$ cat config.mk
export PLATFORM = sky130hd
export DESIGN_NAME = circular_deque_unit_flat
export DESIGN_NICKNAME = d
export VERILOG_FILES = /design/src/hdl/cdq_pkg.sv /design/src/hdl/cdq_op_if.sv /design/src/hdl/cdq_res_if.sv /design/src/hdl/cdq_ctrl.sv /design/src/hdl/cdq_dpath.sv /design/src/hdl/circular_deque_unit.sv /design/src/flat_wrapper.sv
export SDC_FILE = /design/constraint.sdc
export NUM_CORES = 1
export LEC_CHECK = 0
export BUFFER_PORTS_ARGS = -buffer_cell sky130_fd_sc_hd__buf_2
export CAP_MARGIN = 20
export CELL_PAD_IN_SITES_DETAIL_PLACEMENT = 1
export CELL_PAD_IN_SITES_GLOBAL_PLACEMENT = 1
export CORE_ASPECT_RATIO = 2
export CORE_UTILIZATION = 45
export CTS_CLUSTER_DIAMETER = 80
export CTS_CLUSTER_SIZE = 30
export DETAILED_ROUTE_END_ITERATION = 10
export PLACE_DENSITY = 0.82
export SETUP_SLACK_MARGIN = 0.1
export SYNTH_ARGS = -nofsm -noshare
export SYNTH_HDL_FRONTEND = slang
export SYNTH_SLANG_ARGS = --single-unit
$ cat constraint.sdc
create_clock -name clk -period 10.26 [get_ports clk]
set_clock_uncertainty 0.15 [all_clocks]
set_input_delay 0 -clock clk [delete_from_list [all_inputs] [get_ports clk]]
set_output_delay 0 -clock clk [all_outputs]
set_load 0.01 [all_outputs]
$ cat src/hdl/cdq_pkg.sv
// ----------------------------------------------------------------------------
// cdq_pkg
// Shared types and constants for the circular deque unit.
// ----------------------------------------------------------------------------
package cdq_pkg;

  localparam int CDQ_DEPTH = 8;
  localparam int VALUE_W   = 32;
  localparam int OP_W      = 3;
  localparam int STATUS_W  = 2;

  typedef enum logic [OP_W-1:0] {
    OP_PUSH_FRONT = 3'd0,
    OP_PUSH_REAR  = 3'd1,
    OP_POP_FRONT  = 3'd2,
    OP_POP_REAR   = 3'd3,
    OP_PEEK_FRONT = 3'd4,
    OP_PEEK_REAR  = 3'd5
  } op_t;

  typedef enum logic [STATUS_W-1:0] {
    STAT_OK    = 2'd0,
    STAT_FULL  = 2'd1,
    STAT_EMPTY = 2'd2
  } status_t;

  typedef enum logic [0:0] {
    S_IDLE = 1'b0,
    S_RESP = 1'b1
  } state_t;

  // Controller to datapath.
  typedef struct packed {
    logic take;
  } cmd_t;

  // Datapath to the rest of the block.
  typedef struct packed {
    logic empty;
    logic full;
  } stat_t;

endpackage

$ cat src/hdl/cdq_op_if.sv
// ----------------------------------------------------------------------------
// cdq_op_if
// Operation request channel: valid/ready with operation code and push value.
// ----------------------------------------------------------------------------
interface cdq_op_if
  import cdq_pkg::*;
();
  logic                       valid;
  logic                       ready;
  logic [OP_W-1:0]            operation;
  logic signed [VALUE_W-1:0]  value;

  modport source (output valid, operation, value, input ready);
  modport sink   (input valid, operation, value, output ready);
endinterface

$ cat src/hdl/cdq_res_if.sv
// ----------------------------------------------------------------------------
// cdq_res_if
// Result channel: valid/ready with read data and status.
// ----------------------------------------------------------------------------
interface cdq_res_if
  import cdq_pkg::*;
();
  logic                       valid;
  logic                       ready;
  logic signed [VALUE_W-1:0]  data;
  logic [STATUS_W-1:0]        status;

  modport source (output valid, data, status, input ready);
  modport sink   (input valid, data, status, output ready);
endinterface

$ cat src/hdl/cdq_ctrl.sv
// ----------------------------------------------------------------------------
// cdq_ctrl
// Handshake controller: takes one beat, then holds the result until taken.
// ----------------------------------------------------------------------------
module cdq_ctrl
  import cdq_pkg::*;
(
  input  logic clk,
  input  logic rst,
  input  logic in_valid,
  output logic in_ready,
  output logic out_valid,
  input  logic out_ready,
  output cmd_t cmd
);

  state_t state;
  state_t state_next;

  always_ff @(posedge clk) begin
    if (rst) begin
      state <= S_IDLE;
    end else begin
      state <= state_next;
    end
  end

  always_comb begin
    state_next = state;
    in_ready   = 1'b0;
    out_valid  = 1'b0;
    cmd.take   = 1'b0;
    case (state)
      S_IDLE: begin
        in_ready = 1'b1;
        if (in_valid) begin
          cmd.take   = 1'b1;
          state_next = S_RESP;
        end
      end
      S_RESP: begin
        out_valid = 1'b1;
        if (out_ready) begin
          state_next = S_IDLE;
        end
      end
      default: begin
        state_next = S_IDLE;
      end
    endcase
  end

endmodule

$ cat src/hdl/cdq_dpath.sv
// ----------------------------------------------------------------------------
// cdq_dpath
// Ring pointers, entry memory and result registers of the deque.
// ----------------------------------------------------------------------------
module cdq_dpath
  import cdq_pkg::*;
#(
  parameter int DEPTH = CDQ_DEPTH
) (
  input  logic                       clk,
  input  logic                       rst,
  input  cmd_t                       cmd,
  input  logic [OP_W-1:0]            operation,
  input  logic signed [VALUE_W-1:0]  value,
  output logic signed [VALUE_W-1:0]  data,
  output logic [STATUS_W-1:0]        status,
  output stat_t                      stat
);

  localparam int PTR_W = (DEPTH > 1) ? $clog2(DEPTH) : 1;
  localparam logic [PTR_W-1:0] LAST = PTR_W'(DEPTH - 1);

  logic [VALUE_W-1:0] mem [DEPTH];
  logic [VALUE_W-1:0] rd_q;

  logic [PTR_W-1:0] head;
  logic [PTR_W-1:0] tail;
  logic [PTR_W-1:0] head_next;
  logic [PTR_W-1:0] tail_next;
  logic [PTR_W-1:0] head_inc;
  logic [PTR_W-1:0] head_dec;
  logic [PTR_W-1:0] tail_inc;
  logic [PTR_W-1:0] tail_dec;
  logic [PTR_W-1:0] waddr;
  logic [PTR_W-1:0] raddr;
  logic             we;
  logic             rd_ok;
  logic             rd_ok_next;
  status_t          status_q;
  status_t          status_next;

  assign head_inc = (head == LAST) ? '0 : head + 1'b1;
  assign head_dec = (head == '0) ? LAST : head - 1'b1;
  assign tail_inc = (tail == LAST) ? '0 : tail + 1'b1;
  assign tail_dec = (tail == '0) ? LAST : tail - 1'b1;

  assign stat.empty = (head == tail);
  assign stat.full  = (head == tail_inc);

  always_comb begin
    head_next   = head;
    tail_next   = tail;
    we          = 1'b0;
    waddr       = head;
    raddr       = tail;
    rd_ok_next  = 1'b0;
    status_next = STAT_OK;
    case (op_t'(operation))
      OP_PUSH_FRONT: begin
        if (stat.full) begin
          status_next = STAT_FULL;
        end else begin
          we        = 1'b1;
          waddr     = head;
          head_next = head_dec;
        end
      end
      OP_PUSH_REAR: begin
        if (stat.full) begin
          status_next = STAT_FULL;
        end else begin
          we        = 1'b1;
          waddr     = tail_inc;
          tail_next = tail_inc;
        end
      end
      OP_POP_FRONT: begin
        if (stat.empty) begin
          status_next = STAT_EMPTY;
        end else begin
          raddr      = head_inc;
          rd_ok_next = 1'b1;
          head_next  = head_inc;
        end
      end
      OP_POP_REAR: begin
        if (stat.empty) begin
          status_next = STAT_EMPTY;
        end else begin
          raddr      = tail;
          rd_ok_next = 1'b1;
          tail_next  = tail_dec;
        end
      end
      OP_PEEK_FRONT: begin
        if (stat.empty) begin
          status_next = STAT_EMPTY;
        end else begin
          raddr      = head_inc;
          rd_ok_next = 1'b1;
        end
      end
      OP_PEEK_REAR: begin
        if (stat.empty) begin
          status_next = STAT_EMPTY;
        end else begin
          raddr      = tail;
          rd_ok_next = 1'b1;
        end
      end
      default: begin
        // Unused codes leave the deque alone and report ok with zero data.
        status_next = STAT_OK;
      end
    endcase
  end

  always_ff @(posedge clk) begin
    if (rst) begin
      head     <= '0;
      tail     <= '0;
      rd_ok    <= 1'b0;
      status_q <= STAT_OK;
    end else if (cmd.take) begin
      head     <= head_next;
      tail     <= tail_next;
      rd_ok    <= rd_ok_next;
      status_q <= status_next;
    end
  end

  always_ff @(posedge clk) begin
    if (cmd.take && we) begin
      mem[waddr] <= value;
    end
  end

  always_ff @(posedge clk) begin
    if (cmd.take) begin
      rd_q <= mem[raddr];
    end
  end

  assign data   = rd_ok ? $signed(rd_q) : '0;
  assign status = status_q;

endmodule

$ cat src/hdl/circular_deque_unit.sv
// ----------------------------------------------------------------------------
// circular_deque_unit
// Double-ended queue in a ring of DEPTH entries holding up to DEPTH-1 values.
// ----------------------------------------------------------------------------
// Latency: the result beat is valid in the cycle after the request beat.
// Only one operation is in flight: the controller takes a request, then
// presents its result until taken, since the entry memory has a registered
// read port. Reset clears both ring pointers (deque empty) and the handshake
// state; the entry memory itself is not cleared.
module circular_deque_unit
  import cdq_pkg::*;
#(
  parameter int DEPTH = CDQ_DEPTH
) (
  input  logic       clk,
  input  logic       rst,
  cdq_op_if.sink     req,
  cdq_res_if.source  rsp
);

  cmd_t  cmd;
  stat_t stat;

  cdq_ctrl u_ctrl (
    .clk       (clk),
    .rst       (rst),
    .in_valid  (req.valid),
    .in_ready  (req.ready),
    .out_valid (rsp.valid),
    .out_ready (rsp.ready),
    .cmd       (cmd)
  );

  cdq_dpath #(
    .DEPTH (DEPTH)
  ) u_dpath (
    .clk       (clk),
    .rst       (rst),
    .cmd       (cmd),
    .operation (req.operation),
    .value     (req.value),
    .data      (rsp.data),
    .status    (rsp.status),
    .stat      (stat)
  );

  // The ring can never look empty and full at once.
  a_not_empty_and_full: assert property (@(posedge clk) disable iff (rst)
    !(stat.empty && stat.full))
    else $error("deque reports empty and full together");

  // A refused operation always returns zero data.
  a_refused_zero: assert property (@(posedge clk) disable iff (rst)
    rsp.valid && (rsp.status == STAT_FULL || rsp.status == STAT_EMPTY)
      |-> rsp.data == '0)
    else $error("refused operation returned nonzero data");

  // A taken request shows its result in the next cycle.
  a_result_follows: assert property (@(posedge clk) disable iff (rst)
    req.valid && req.ready |=> rsp.valid)
    else $error("result did not follow accepted request");

  // A pending result blocks new requests.
  a_one_in_flight: assert property (@(posedge clk) disable iff (rst)
    !(req.ready && rsp.valid))
    else $error("request accepted while a result is pending");

endmodule

$ cat src/flat_wrapper.sv
// flat-port wrapper written by rule: the top's interface ports become plain ports
module circular_deque_unit_flat import cdq_pkg::*;
#(
  parameter int DEPTH = CDQ_DEPTH
)
  (clk, rst, req_valid, req_operation, req_value, req_ready, rsp_valid, rsp_data, rsp_status, rsp_ready);
  cdq_op_if req_i ();
  cdq_res_if rsp_i ();
  input  logic clk;
  input  logic rst;
  input wire logic [$bits(req_i.valid)-1:0] req_valid;
  input wire logic [$bits(req_i.operation)-1:0] req_operation;
  input wire logic [$bits(req_i.value)-1:0] req_value;
  output wire logic [$bits(req_i.ready)-1:0] req_ready;
  output wire logic [$bits(rsp_i.valid)-1:0] rsp_valid;
  output wire logic [$bits(rsp_i.data)-1:0] rsp_data;
  output wire logic [$bits(rsp_i.status)-1:0] rsp_status;
  input wire logic [$bits(rsp_i.ready)-1:0] rsp_ready;
  assign req_i.valid = req_valid;
  assign req_i.operation = req_operation;
  assign req_i.value = req_value;
  assign req_ready = req_i.ready;
  assign rsp_valid = rsp_i.valid;
  assign rsp_data = rsp_i.data;
  assign rsp_status = rsp_i.status;
  assign rsp_i.ready = rsp_ready;
  circular_deque_unit #(.DEPTH(DEPTH)) u_core (.clk(clk), .rst(rst), .req(req_i), .rsp(rsp_i));
endmodule
Word-level counts from Yosys, hierarchy flattened:

Memory sizes are Yosys's and may differ from the RTL's. A register that Yosys moved wholly into a read port is not among the register bits.
Cells that the tools add are included.

* register bits after elaboration: 10
* RAM bits: 256
* input port bits: 39
* logic and storage cells: 65
* memories: 1

Memories
* u_core.u_dpath.mem: words 8, width 32, read ports 1, clocked after Yosys merged registers in 1, write ports 1, RTL line cdq_dpath.sv:23 `logic [VALUE_W-1:0] mem [DEPTH];`

* add/subtract/negate cells: 4
* equal/unequal tests: 13
* mux-type cells: 30
* bitwise logic cells: 1
* reduce and logical (&&, ||, !) cells: 11

Operator list (number)
* 3-bit two-way mux: 12
* 32-bit two-way mux: 1
* 3-bit == test, second input constant: 4
* 1-bit two-way mux: 12
* 3-bit one-hot mux with 2 select lines: 2
* 3-bit logical NOT: 3
* 2-bit inequality test, second input constant: 4
* 4-bit AND reduction: 2
* 3-bit by 1-bit adder with 3-bit output, second input constant: 2
* 3-bit by 2-bit == test with 1-bit output, second input constant: 2
* 3-bit == test: 2
* 3-bit by 1-bit subtractor with 3-bit output, second input constant: 2
* 2-bit one-hot mux with 2 select lines: 1
* 2-bit nonzero test: 2
* 2-bit OR reduction: 2
* 4-bit OR reduction: 1
* 3-bit by 1-bit == test with 1-bit output, second input constant: 1
* 2-bit two-way mux: 1
* 1-bit one-hot mux with 2 select lines: 1
* 1-bit logical AND: 1
* 1-bit NOT: 1

Logic depth before layout (Yosys ltp):

Gate-level depths: netlist of run 1.

* word-level depth: 8
* mapped depth: 9
* gate-level depth less buffers: 8

Modules after synthesis:

From an unflattened synthesis of run 1, not the netlist that was laid out.

* cell total of the unflattened synthesis: 647
* area, all modules: 12000.3 µm²

Modules (own cells, without submodules)
* cdq_dpath: instances 1, cells each 642, area each 11954.0 µm², seq. area each 8828.5 µm²
* cdq_ctrl: instances 1, cells each 5, area each 46.3 µm², seq. area each 20.0 µm²

Least setup slack after synthesis of run 1:

Ideal clock, no wire load.

* path type: reg-to-reg
* from: register u_core.u_ctrl.state
* to: memory u_core.u_dpath.mem[0][0] (enable)
* setup time: 421 ps
* arrival: 3149 ps
* slack: 6540 ps
* stages on the path, launching flop included: 8
* path buffers: 0
* period minus slack after synthesis: 3720 ps
* cells stage by stage: dfxtp_1 > inv_1 > nand2_1 > inv_1 > nand2_1 > a31oi_1 > nand2b_1 > nor2_1

* cells in the longest elaborated chain, start to end: 4

Ends and longest elaborated chain
* start: declaration: RTL line cdq_ctrl.sv:17 `state_t state;`
* start signal: assignment: RTL line cdq_ctrl.sv:24 `state <= state_next;`
* 1-bit two-way mux: RTL line cdq_ctrl.sv:33 `case (state)`
* via u_core.cmd: RTL line circular_deque_unit.sv:21 `cmd_t cmd;`
* 1-bit logical AND: RTL line cdq_dpath.sv:133 `if (cmd.take && we) begin`
* 1-bit two-way mux: RTL line cdq_dpath.sv:133
* 1-bit two-way mux (implied by the code): RTL line cdq_dpath.sv:134 `mem[waddr] <= value;`
* end: declaration: RTL line cdq_dpath.sv:23

The timed path passes the listed nets, and every way through them passes these cells.

Final worst setup path of run 1:

* from: register u_core.u_dpath.head[0]
* to: register u_core.u_dpath.rd_q[10] (read register of u_core.u_dpath.mem) (data pin)

* cells in the longest elaborated chain, start to end: 4

Ends and longest elaborated chain
* start: declaration: RTL line cdq_dpath.sv:26 `logic [PTR_W-1:0] head;`
* start signal: assignment: RTL line cdq_dpath.sv:125 `head <= head_next;`
* 3-bit by 1-bit adder with 3-bit output or 3-bit == test (tied branches): RTL line cdq_dpath.sv:42 `assign head_inc = (head == LAST) ? '0 : head + 1'b1;`
* 3-bit two-way mux: RTL line cdq_dpath.sv:42
* 3-bit two-way mux *: RTL line cdq_dpath.sv:78, cdq_dpath.sv:96
* 3-bit two-way mux *
* end: declaration: RTL line cdq_dpath.sv:24 `logic [VALUE_W-1:0] rd_q;`

Mark *: on every way between the ends. The rest lies on a longest branch, timed or not.
A chain may end at the register's enable or synchronous reset.

==> results.txt, run 1 <==
status - completed
CP Data Arrival Time - 4030 ps
top cell type by total area after synthesis - edfxtp_1
CTS tree - done
final setup vio count - 0
CP startpoint - u_core.u_dpath.head[0]
Yosys cell types - 34
initial drt markers - 396
layout cells sized above 1 - 0.1445
combinational share of power - 0.089
Core ar. - 25750 µm²
WHS Path Cells - 2
clk root buf - clkbuf_16
IO Port Bufs - 74
Clock Latency Late Sink - 480 ps
Die Y - 231.2 µm
final net count - 891
setup ws final - 6360 ps
asr flop ratio synth - 0
Rows - 83
DR vias/cell - 5.664
Int Pwr - 1.675 mW
clock power share - 0.270
total power - 2.133 mW
endpoints failing hold - 0
GPL Wtd Cong - 0.7799
hold crit path type - in2reg
Pre-antenna DRT Iters - 5
DP Cell Count - 1126
worst slack at placement - 6370 ps
most common cell in the netlist - edfxtp_1
Setup CP Type - reg2reg
GRT Total Usage - 0.2094
WHS Endpoint - u_core.u_dpath.mem[6][22]
max cap viols - 0
number of global-route vias before repair - 7253
Synth top cells by count - edfxtp_1 (288), nand2_1 (75), mux2i_1 (68), a21oi_1 (40), and2_1 (33)
DR DRC count - 0
CP startpoint kind - flip-flop
number of routed nets with antenna violations - 0
first-pass GRT wire length - 41500 µm
die width - 116.6 µm
htree depth - 1
PwrDens - 159.1 nW/µm²
Post-DP HPWL - 15530 µm
cell count after synthesis - 736
Mapped Area - 11820 µm²
Clock Sinks - 298
Synth top area share - 0.7320
die footprint - 26950 µm²
crit-path max FO - 70
leakage power - 4.970 nW
Critical Path End Type - flip-flop
RSZ-0062 raised after global routing - no
syn avg cell area - 16.05 µm²
layout filler cell count - 2523
total negative setup slack - 0 ps
io pins - 75
Primary FF master, synth - edfxtp_1
via count - 6712
highest clock rate - 256.4 MHz
min cycle time layout - 3900 ps
Sw Ratio - 0.2148
worst path required time - 10390 ps
flop2flop setup slack - 6360 ps
sw power - 0.4582 mW
worst reg2reg path depth - 7
Worst Max-Slew Pin Slew - 1120 ps
post-synthesis sequential area ratio - 0.7489
R2R Path End - u_core.u_dpath.rd_q[10]
Reg power frac - 0.640
relative slew slack - 0.2522
WL final - 27180 µm
Syn Nets - 785
Final Slew Violations - 0
routed len/inst - 22.94 µm
largest net degree at the start of global routing - 71
grt total ovfl - 0
top cells by area, synth - edfxtp_1 (73%), mux2i_1 (5.8%), nand2_1 (2.4%), a22o_1 (2.4%), a311oi_1 (2.4%)
RR Startpoint - u_core.u_dpath.head[0]
clock-pin transition on the worst setup and hold timing paths - 120 ps
VDD IR-drop max - 0.1032 mV
Area Growth Syn to Fin - 13.52%
fin crit share - 0.3801
CTS Buffer Depth - 3
initial antenna violation count - 1
initial core utilization - 0.4588
Non-Filler Instances - 1185
Core Util, Final - 0.5208
Synth Register Bits - 298
Yosys warning total - 0
Num CTS Buffers - 13
worst hold path startpoint - req_value[22]
Post-synth EDFFs - 288
==> cells in the final DEF, fill, tap and decap left out, types with 5 or more instances in the layout <==
| master | n |
|---|---|
| ha_1 | 10 |
| a311oi_1 | 32 |
| mux2i_1 | 66 |
| dfxtp_1 | 10 |
| a21oi_1 | 40 |
| clkbuf_16 | 13 |
| edfxtp_1 | 288 |
| dlygate4sd3_1 | 41 |
| nor2_4 | 8 |
| nand2_1 | 75 |
| buf_4 | 16 |
| nor2_1 | 14 |
| and2_1 | 33 |
| nor3_1 | 5 |
| a22o_1 | 32 |
| buf_2 | 74 |
| a211oi_1 | 6 |
| a21o_1 | 32 |
| inv_1 | 8 |
| xnor2_1 | 9 |
==> critical path: stages, from the launching register on <==
cell      delay (ps)
dfxtp_1          490
xnor2_1          170
a311oi_4         860
mux2i_4          370
buf_4            760
mux2i_1          250
a22o_1           300
a311oi_1         290
==> area by class of cell <==
class	instances	area, µm²	area share
clock buffer	17	350.3	0.02612
tap	340	425.4	0.03172
inverter	9	33.78	0.002519
antenna	1	2.502	0.0001866
multi-input combinational	389	2851	0.2126
timing repair buffer	131	900.9	0.06716
sequential	298	8848	0.6597
==> per-stage QoR <==
stage | cell area [µm²] | hold WS (ps)
after floorplan | 11820 | -51.13
after global placement | 12650 | 41.22
after detailed placement | 12650 | 50.28
after CTS | 13410 | 155.4
after global routing | 13410 | 184.6
final | 13410 | 168.1
==> logic make-up (layout without fill, tap and decap cells) <==
group           after synthesis  count (layout)  share of synthesized area
fa+ha+maj                    10              10                    0.01059
buf+inv                      49             157                    0.02107
xor+xnor                      9               9                   0.006672
simple gates                149             149                    0.05814
flops                       298             298                     0.7489
mux                          68              68                    0.05761
other cells                   0               1                          0
compound gates              153             153                    0.09700
==> state kept, by name, indices dropped and copies added, names as in the netlist <==
register	count
u_core.u_dpath.rd_q	32
u_core.u_dpath.tail	3
u_core.u_dpath.rd_ok	1
u_core.u_dpath.head	3
u_core.u_dpath.status	2
u_core.u_dpath.mem	256
u_core.u_ctrl.state	1
==> how the worst max path moves through the flow <==
stage                                          end  slack (ps)  cells past startpoint
after floorplan           u_core.u_dpath.mem[0][0]        6540                      7
after global placement     u_core.u_dpath.rd_q[15]        6690                      7
after detailed placement   u_core.u_dpath.rd_q[10]        6370                      7
after CTS                  u_core.u_dpath.rd_q[10]        6320                      7
after global routing       u_core.u_dpath.rd_q[10]        6080                      7
final                      u_core.u_dpath.rd_q[10]        6360                      7
==> repair_timing <==
| item | 4_1_cts | 5_1_grt |
|---|---|---|
| endpoints found under the setup margin | 0 | 0 |
| gates resized for setup | 0 | 0 |
| hold buffers | 41 | 0 |
| hold endpoints to repair | 266 | 0 |
| buffers inserted | 0 | 0 |
==> power groups by stage <==
stage | Clock [mW] | Combinational [mW] | Sequential, mW
floorplan | 0 | 0.118 | 1.39
global placement | 0 | 0.169 | 1.39
detailed placement | 0 | 0.179 | 1.39
CTS | 0.593 | 0.191 | 1.37
global route | 0.621 | 0.208 | 1.37
finish | 0.577 | 0.190 | 1.37
==> per-layer routing <==
metal | wire length, µm | track usage | up-vias
met5 | 0 | 0 | -
met4 | 707 | 0.07397 | 0
met3 | 1036 | 0.01961 | 53
met2 | 15340 | 0.3981 | 191
met1 | 10090 | 0.2371 | 3433
li1 | - | - | 3035
Power figures use the tool's default switching activity.
==> run 2: changes to the inputs <==
- clock period: 10.26 -> 3.7 ns (I/O delays scaled with it)
==> results.txt, run 2 (same netlist as run 1, synthesis figures left out) <==
status - completed
die width - 116.6 µm
crit-path max FO - 36
Worst Max-Slew Pin Slew - 1058 ps
leakage power - 5.083 nW
worst path required time - 3760 ps
relative slew slack - 0.2944
flop2flop setup slack - 310 ps
CTS resizes - 0
initial antenna violation count - 0
DR vias/cell - 5.613
Pre-antenna DRT Iters - 5
layout cells sized above 1 - 0.1575
Num CTS Buffers - 13
Critical-path top delay cell - a311oi_4
RSZ-0062 raised after global routing - no
CP Data Arrival Time - 3450 ps
most frequent cells in the layout - edfxtp_1 (288), nand2_1 (75), buf_2 (74), mux2i_1 (66), dlygate4sd3_1 (42)
commonest non-fill, non-tap cell in the layout - edfxtp_1
hold crit path type - in2reg
Reg power frac - 0.632
sw power - 1.320 mW
WHS Endpoint - u_core.u_dpath.mem[2][18]
fin crit share - 0.9151
Clock Sinks - 298
GRT Total Usage - 0.2165
Final Slew Violations - 0
CP cell instances - xnor2_1 > a311oi_4 > mux2i_4 > buf_12 > buf_12 > mux2i_1 > a22o_1 > a311oi_1
Largest Register - u_core.u_dpath.mem
max reg flops - 256
worst reg2reg path depth - 8
number of routed nets with antenna violations - 0
Sw Ratio - 0.2202
Core Util, Final - 0.5306
min cycle time layout - 3386 ps
Core ar. - 25750 µm²
endpoints failing hold - 0
largest net degree at the start of global routing - 37
WHS Path Cells - 2
total power - 5.995 mW
final net count - 904
worst hold path startpoint - req_value[18]
total negative setup slack - 0 ps
combinational share of power - 0.095
IO Port Bufs - 74
die footprint - 26950 µm²
CTS tree - done
VDD IR-drop max - 0.4707 mV
initial drt markers - 411
Clock Latency Late Sink - 500 ps
Area Growth Syn to Fin - 15.66%
postcts setup bufs - 0
clock-pin transition on the worst setup and hold timing paths - 120 ps
CP dominant cell by count - buf_12
Rows - 83
DR DRC count - 0
Die Y - 231.2 µm
Int Pwr - 4.675 mW
RR Startpoint - u_core.u_dpath.tail[2]
CP startpoint kind - flip-flop
Worst path max stage delay - 760 ps
io pins - 75
PwrDens - 438.7 nW/µm²
hold buffers post-CTS - 42
routed len/inst - 23.42 µm
CP delay by family, top - compound AO/OA/AOI/OAI gates
CP bufs+invs - 2
Critical Path End Type - flip-flop
final setup vio count - 0
grt total ovfl - 0
via count - 6719
clock power share - 0.273
htree depth - 1
Post-DP HPWL - 17600 µm
CTS Buffer Depth - 3
n_diodes - 0
number of global-route vias before repair - 7421
highest clock rate - 295.4 MHz
biggest regs - u_core.u_dpath.mem: 256 flops, u_core.u_dpath.rd_q: 32 flops
Setup CP Type - reg2reg
max cap viols - 0
GPL Wtd Cong - 0.8198
initial core utilization - 0.4588
R2R Path End - u_core.u_dpath.rd_q[3]
WL final - 28030 µm
first-pass GRT wire length - 42550 µm
clk root buf - clkbuf_16
[run 2: cell types whose count changed in the layout (fill, tap and decap cells not counted)]
| cell | change |
|---|---|
| buf_12 | +12 |
| clkbuf_1 | -1 |
| diode_2 | -1 |
| dlygate4sd3_1 | +1 |
| inv_6 | +1 |
[run 2: power by group through the flow]
stage                     Clock (mW)  Combinational (mW)  Sequential, mW
after floorplan                    0               0.327            3.86
after global placement             0               0.499            3.87
after detailed placement           0               0.531            3.87
after CTS                       1.67               0.573            3.79
after global routing            1.75               0.616            3.80
final                           1.64               0.568            3.79
[run 2: final cells by class]
type,count,area (µm²)
Fill cell,2543,12090
Tap cell,340,425.4
Timing Repair Buffer,144,1151
Clock buffer,16,346.6
Sequential cell,298,8848
Clock inverter,1,8.758
Inverter,9,33.78
Multi-Input combinational cell,389,2851
[run 2: per-layer routing]
metal,routed length (µm),global-route usage
met4,1051,0.09375
met1,10560,0.2410
met5,0,0
met3,834,0.01883
met2,15580,0.4088
[run 2: stage by stage]
step / instances / hold WS, ps / worst slack [ps] / area (µm²)
after global routing: 1197 / 166.8 / 141.1 / 13670
after detailed placement: 1138 / 46.44 / 323.7 / 12890
final: 1197 / 134.7 / 314.2 / 13670
after floorplan: 736 / -51.13 / -19.53 / 11820
after CTS: 1197 / 126.6 / 286.0 / 13670
after global placement: 1138 / 43.06 / 457.3 / 12890
[run 2: worst max path at each step]
stage | start | to | slack [ps] | depth (start not counted)
2_1_floorplan | u_core.u_ctrl.state | u_core.u_dpath.mem[0][0] | -20 | 7
3_3_place_gp | u_core.u_dpath.head[0] | u_core.u_dpath.rd_q[8] | 460 | 8
3_5_place_dp | u_core.u_dpath.tail[2] | u_core.u_dpath.rd_q[3] | 320 | 8
4_1_cts | u_core.u_dpath.tail[2] | u_core.u_dpath.rd_q[3] | 290 | 8
5_1_grt | u_core.u_dpath.tail[2] | u_core.u_dpath.rd_q[3] | 140 | 8
6_report | u_core.u_dpath.tail[2] | u_core.u_dpath.rd_q[3] | 310 | 8
==> run 3: changes to the inputs <==
- ABC_AREA: default -> 1
- PLACE_DENSITY: 0.82 -> 0.86
- clock period: 3.7 -> 3.15 ns (I/O delays scaled with it)
==> results.txt, run 3 <==
routed len/inst - 20.82 µm
fin crit share - 0.9048
Clock Latency Late Sink - 510 ps
clock-pin transition on the worst setup and hold timing paths - 120 ps
CTS tree - done
first-pass GRT wire length - 59600 µm
RR Startpoint - u_core.u_dpath.tail[1]
DR DRC count - 0
number of global-route vias before repair - 10827
n_diodes - 0
initial drt markers - 605
most frequent cells in the layout - nand2_1 (332), inv_1 (310), nand3_1 (292), edfxtp_1 (288), buf_2 (74)
initial core utilization - 0.4585
WL final - 38220 µm
IO Port Bufs - 74
largest net degree at the start of global routing - 97
GPL Wtd Cong - 0.7987
die footprint - 30800 µm²
post-synthesis sequential area ratio - 0.6540
cell count after synthesis - 1373
clk root buf - clkbuf_16
Synth Register Bits - 298
flop2flop setup slack - 300 ps
worst slack at placement - 322.7 ps
Setup CP Type - reg2reg
initial antenna violation count - 0
Final Slew Violations - 0
GRT Total Usage - 0.2527
CP startpoint kind - flip-flop
leakage power - 7.029 nW
sw power - 1.888 mW
Post-synth EDFFs - 288
Area Growth Syn to Fin - 13.02%
CP delay by family, top - simple AND/OR/NAND/NOR gates
top cell type by total area after synthesis - edfxtp_1
commonest non-fill, non-tap cell in the layout - nand2_1
worst path required time - 3390 ps
syn avg cell area - 9.854 µm²
most common cell in the netlist - nand2_1
layout cells sized above 1 - 0.09443
setup ws final - 299.9 ps
Mapped Area - 13530 µm²
io pins - 75
R2R Path End - u_core.u_dpath.rd_q[16]
max cap viols - 0
htree depth - 1
total negative setup slack - 0 ps
endpoints failing hold - 0
CP Data Arrival Time - 3090 ps
Worst Max-Slew Pin Slew - 930.4 ps
CP bufs+invs - 2
RSZ-0062 raised after global routing - no
CP startpoint - u_core.u_dpath.tail[1]
Core ar. - 29510 µm²
relative slew slack - 0.3774
Reg power frac - 0.605
CTS Buffer Depth - 3
Sw Ratio - 0.2544
Num CTS Buffers - 13
status - completed
VDD IR-drop max - 0.5903 mV
hold crit path type - in2reg
Rows - 89
worst reg2reg path depth - 11
top cells by area, synth - edfxtp_1 (64%), nand3_1 (11%), nand2_1 (9.3%), inv_1 (8.6%), dfxtp_1 (1.5%)
biggest regs - u_core.u_dpath.mem: 256 flops, u_core.u_dpath.rd_q: 32 flops
Synth top area share - 0.6392
Yosys cell types - 25
Yosys warning total - 0
final setup vio count - 0
number of routed nets with antenna violations - 0
die width - 124.6 µm
crit-path max FO - 25
Die Y - 247.2 µm
grt total ovfl - 0
combinational share of power - 0.131
CP dominant cell by count - nand2_1
Largest Register - u_core.u_dpath.mem
PwrDens - 485.4 nW/µm²
min cycle time layout - 2850 ps
Post-DP HPWL - 23690 µm
Clock Sinks - 298
final net count - 1518
Synth top cells by count - nand2_1 (334), inv_1 (311), nand3_1 (293), edfxtp_1 (288), buf_2 (37)
postcts setup bufs - 0
via count - 9974
Worst path max stage delay - 740 ps
Crit path depth - 11
Int Pwr - 5.533 mW
asr flop ratio synth - 0
Pre-antenna DRT Iters - 5
Primary FF master, synth - edfxtp_1
highest clock rate - 350.9 MHz
Syn Nets - 1422
DR vias/cell - 5.432
Worst Setup EP - u_core.u_dpath.rd_q[16]
max reg flops - 256
Critical-path top delay cell - o21ai_4
Critical Path End Type - flip-flop
clock power share - 0.265
CP cell instances - inv_1 > nand2_1 > nand2_1 > nand3_2 > nand2_4 > o21ai_4 > buf_4 > nand3_1 > nand2_1 > nand2_1 > nand2_1
## run 3: cell type report
| type | instances | area (µm²) |
|---|---|---|
| Fill cell | 3276 | 14220 |
| Clock buffer | 16 | 336.6 |
| Timing Repair Buffer | 146 | 1204 |
| Multi-Input combinational cell | 697 | 3259 |
| Inverter | 313 | 1175 |
| Sequential cell | 298 | 8848 |
| Clock inverter | 2 | 12.51 |
| Tap cell | 364 | 455.4 |
## run 3: worst min path at each step
stage	slack [ps]	startpoint	cells past startpoint	end
2_1_floorplan	-80	rst	1	u_core.u_dpath.rd_ok
3_3_place_gp	80	rst	2	u_core.u_dpath.status[1]
3_5_place_dp	90	rst	2	u_core.u_dpath.status[1]
4_1_cts	80	rst	3	u_core.u_dpath.head[0]
5_1_grt	130	rst	3	u_core.u_dpath.rd_ok
6_report	100	rst	3	u_core.u_dpath.head[0]
## run 3: timing repair
| item | 4_1_cts | 5_1_grt |
|---|---|---|
| setup endpoints to repair | 0 | 4 |
| hold endpoints to repair | 266 | 0 |
| resized for setup | 0 | 1 |
| hold buffers | 42 | 0 |
## run 3: kinds of logic after synthesis
kind of cell	Yosys count	share of synthesized area
XOR/XNOR	4	0.002590
flip-flops	298	0.6540
adder cells (fa/ha/maj)	10	0.009248
buffers and inverters	378	0.1108
AND/OR/NAND/NOR	658	0.2118
AO/OA/AOI/OAI	25	0.01156
## run 3: per-stage QoR
step	power, mW	hold slack (ps)	util	instance area, µm²	instances
final	7.422	104.0	0.5182	15290	1836
after global routing	7.652	128.3	0.5182	15290	1836
after CTS	7.459	77.30	0.5181	15290	1836
after detailed placement	5.502	87.40	0.4920	14520	1776
after global placement	5.449	80.42	0.4920	14520	1776
after floorplan	5.121	-80.93	-	13550	1373
## run 3: power by group through the flow
stage | sequential (mW) | clock, mW | combinational, mW
CTS | 4.49 | 2.00 | 0.971
floorplan | 4.57 | 0 | 0.556
global placement | 4.57 | 0 | 0.874
finish | 4.49 | 1.96 | 0.970
detailed placement | 4.58 | 0 | 0.924
global route | 4.50 | 2.09 | 1.07
## run 3: layer usage
metal / vias to the layer above / GRT usage / part of all wire / wire length (µm)
met5: - / 0 / 0 / 0
met4: 0 / 0.1449 / 0.049 / 1882
met3: 118 / 0.02228 / 0.040 / 1537
met2: 339 / 0.4816 / 0.55 / 21120
met1: 4947 / 0.2693 / 0.36 / 13680
li1: 4570 / - / - / -
## run 3: tightest hold or removal path, delay by kind of cell
family,cells,cell delay [ps]
simple gates,1,50
buf+inv,2,680
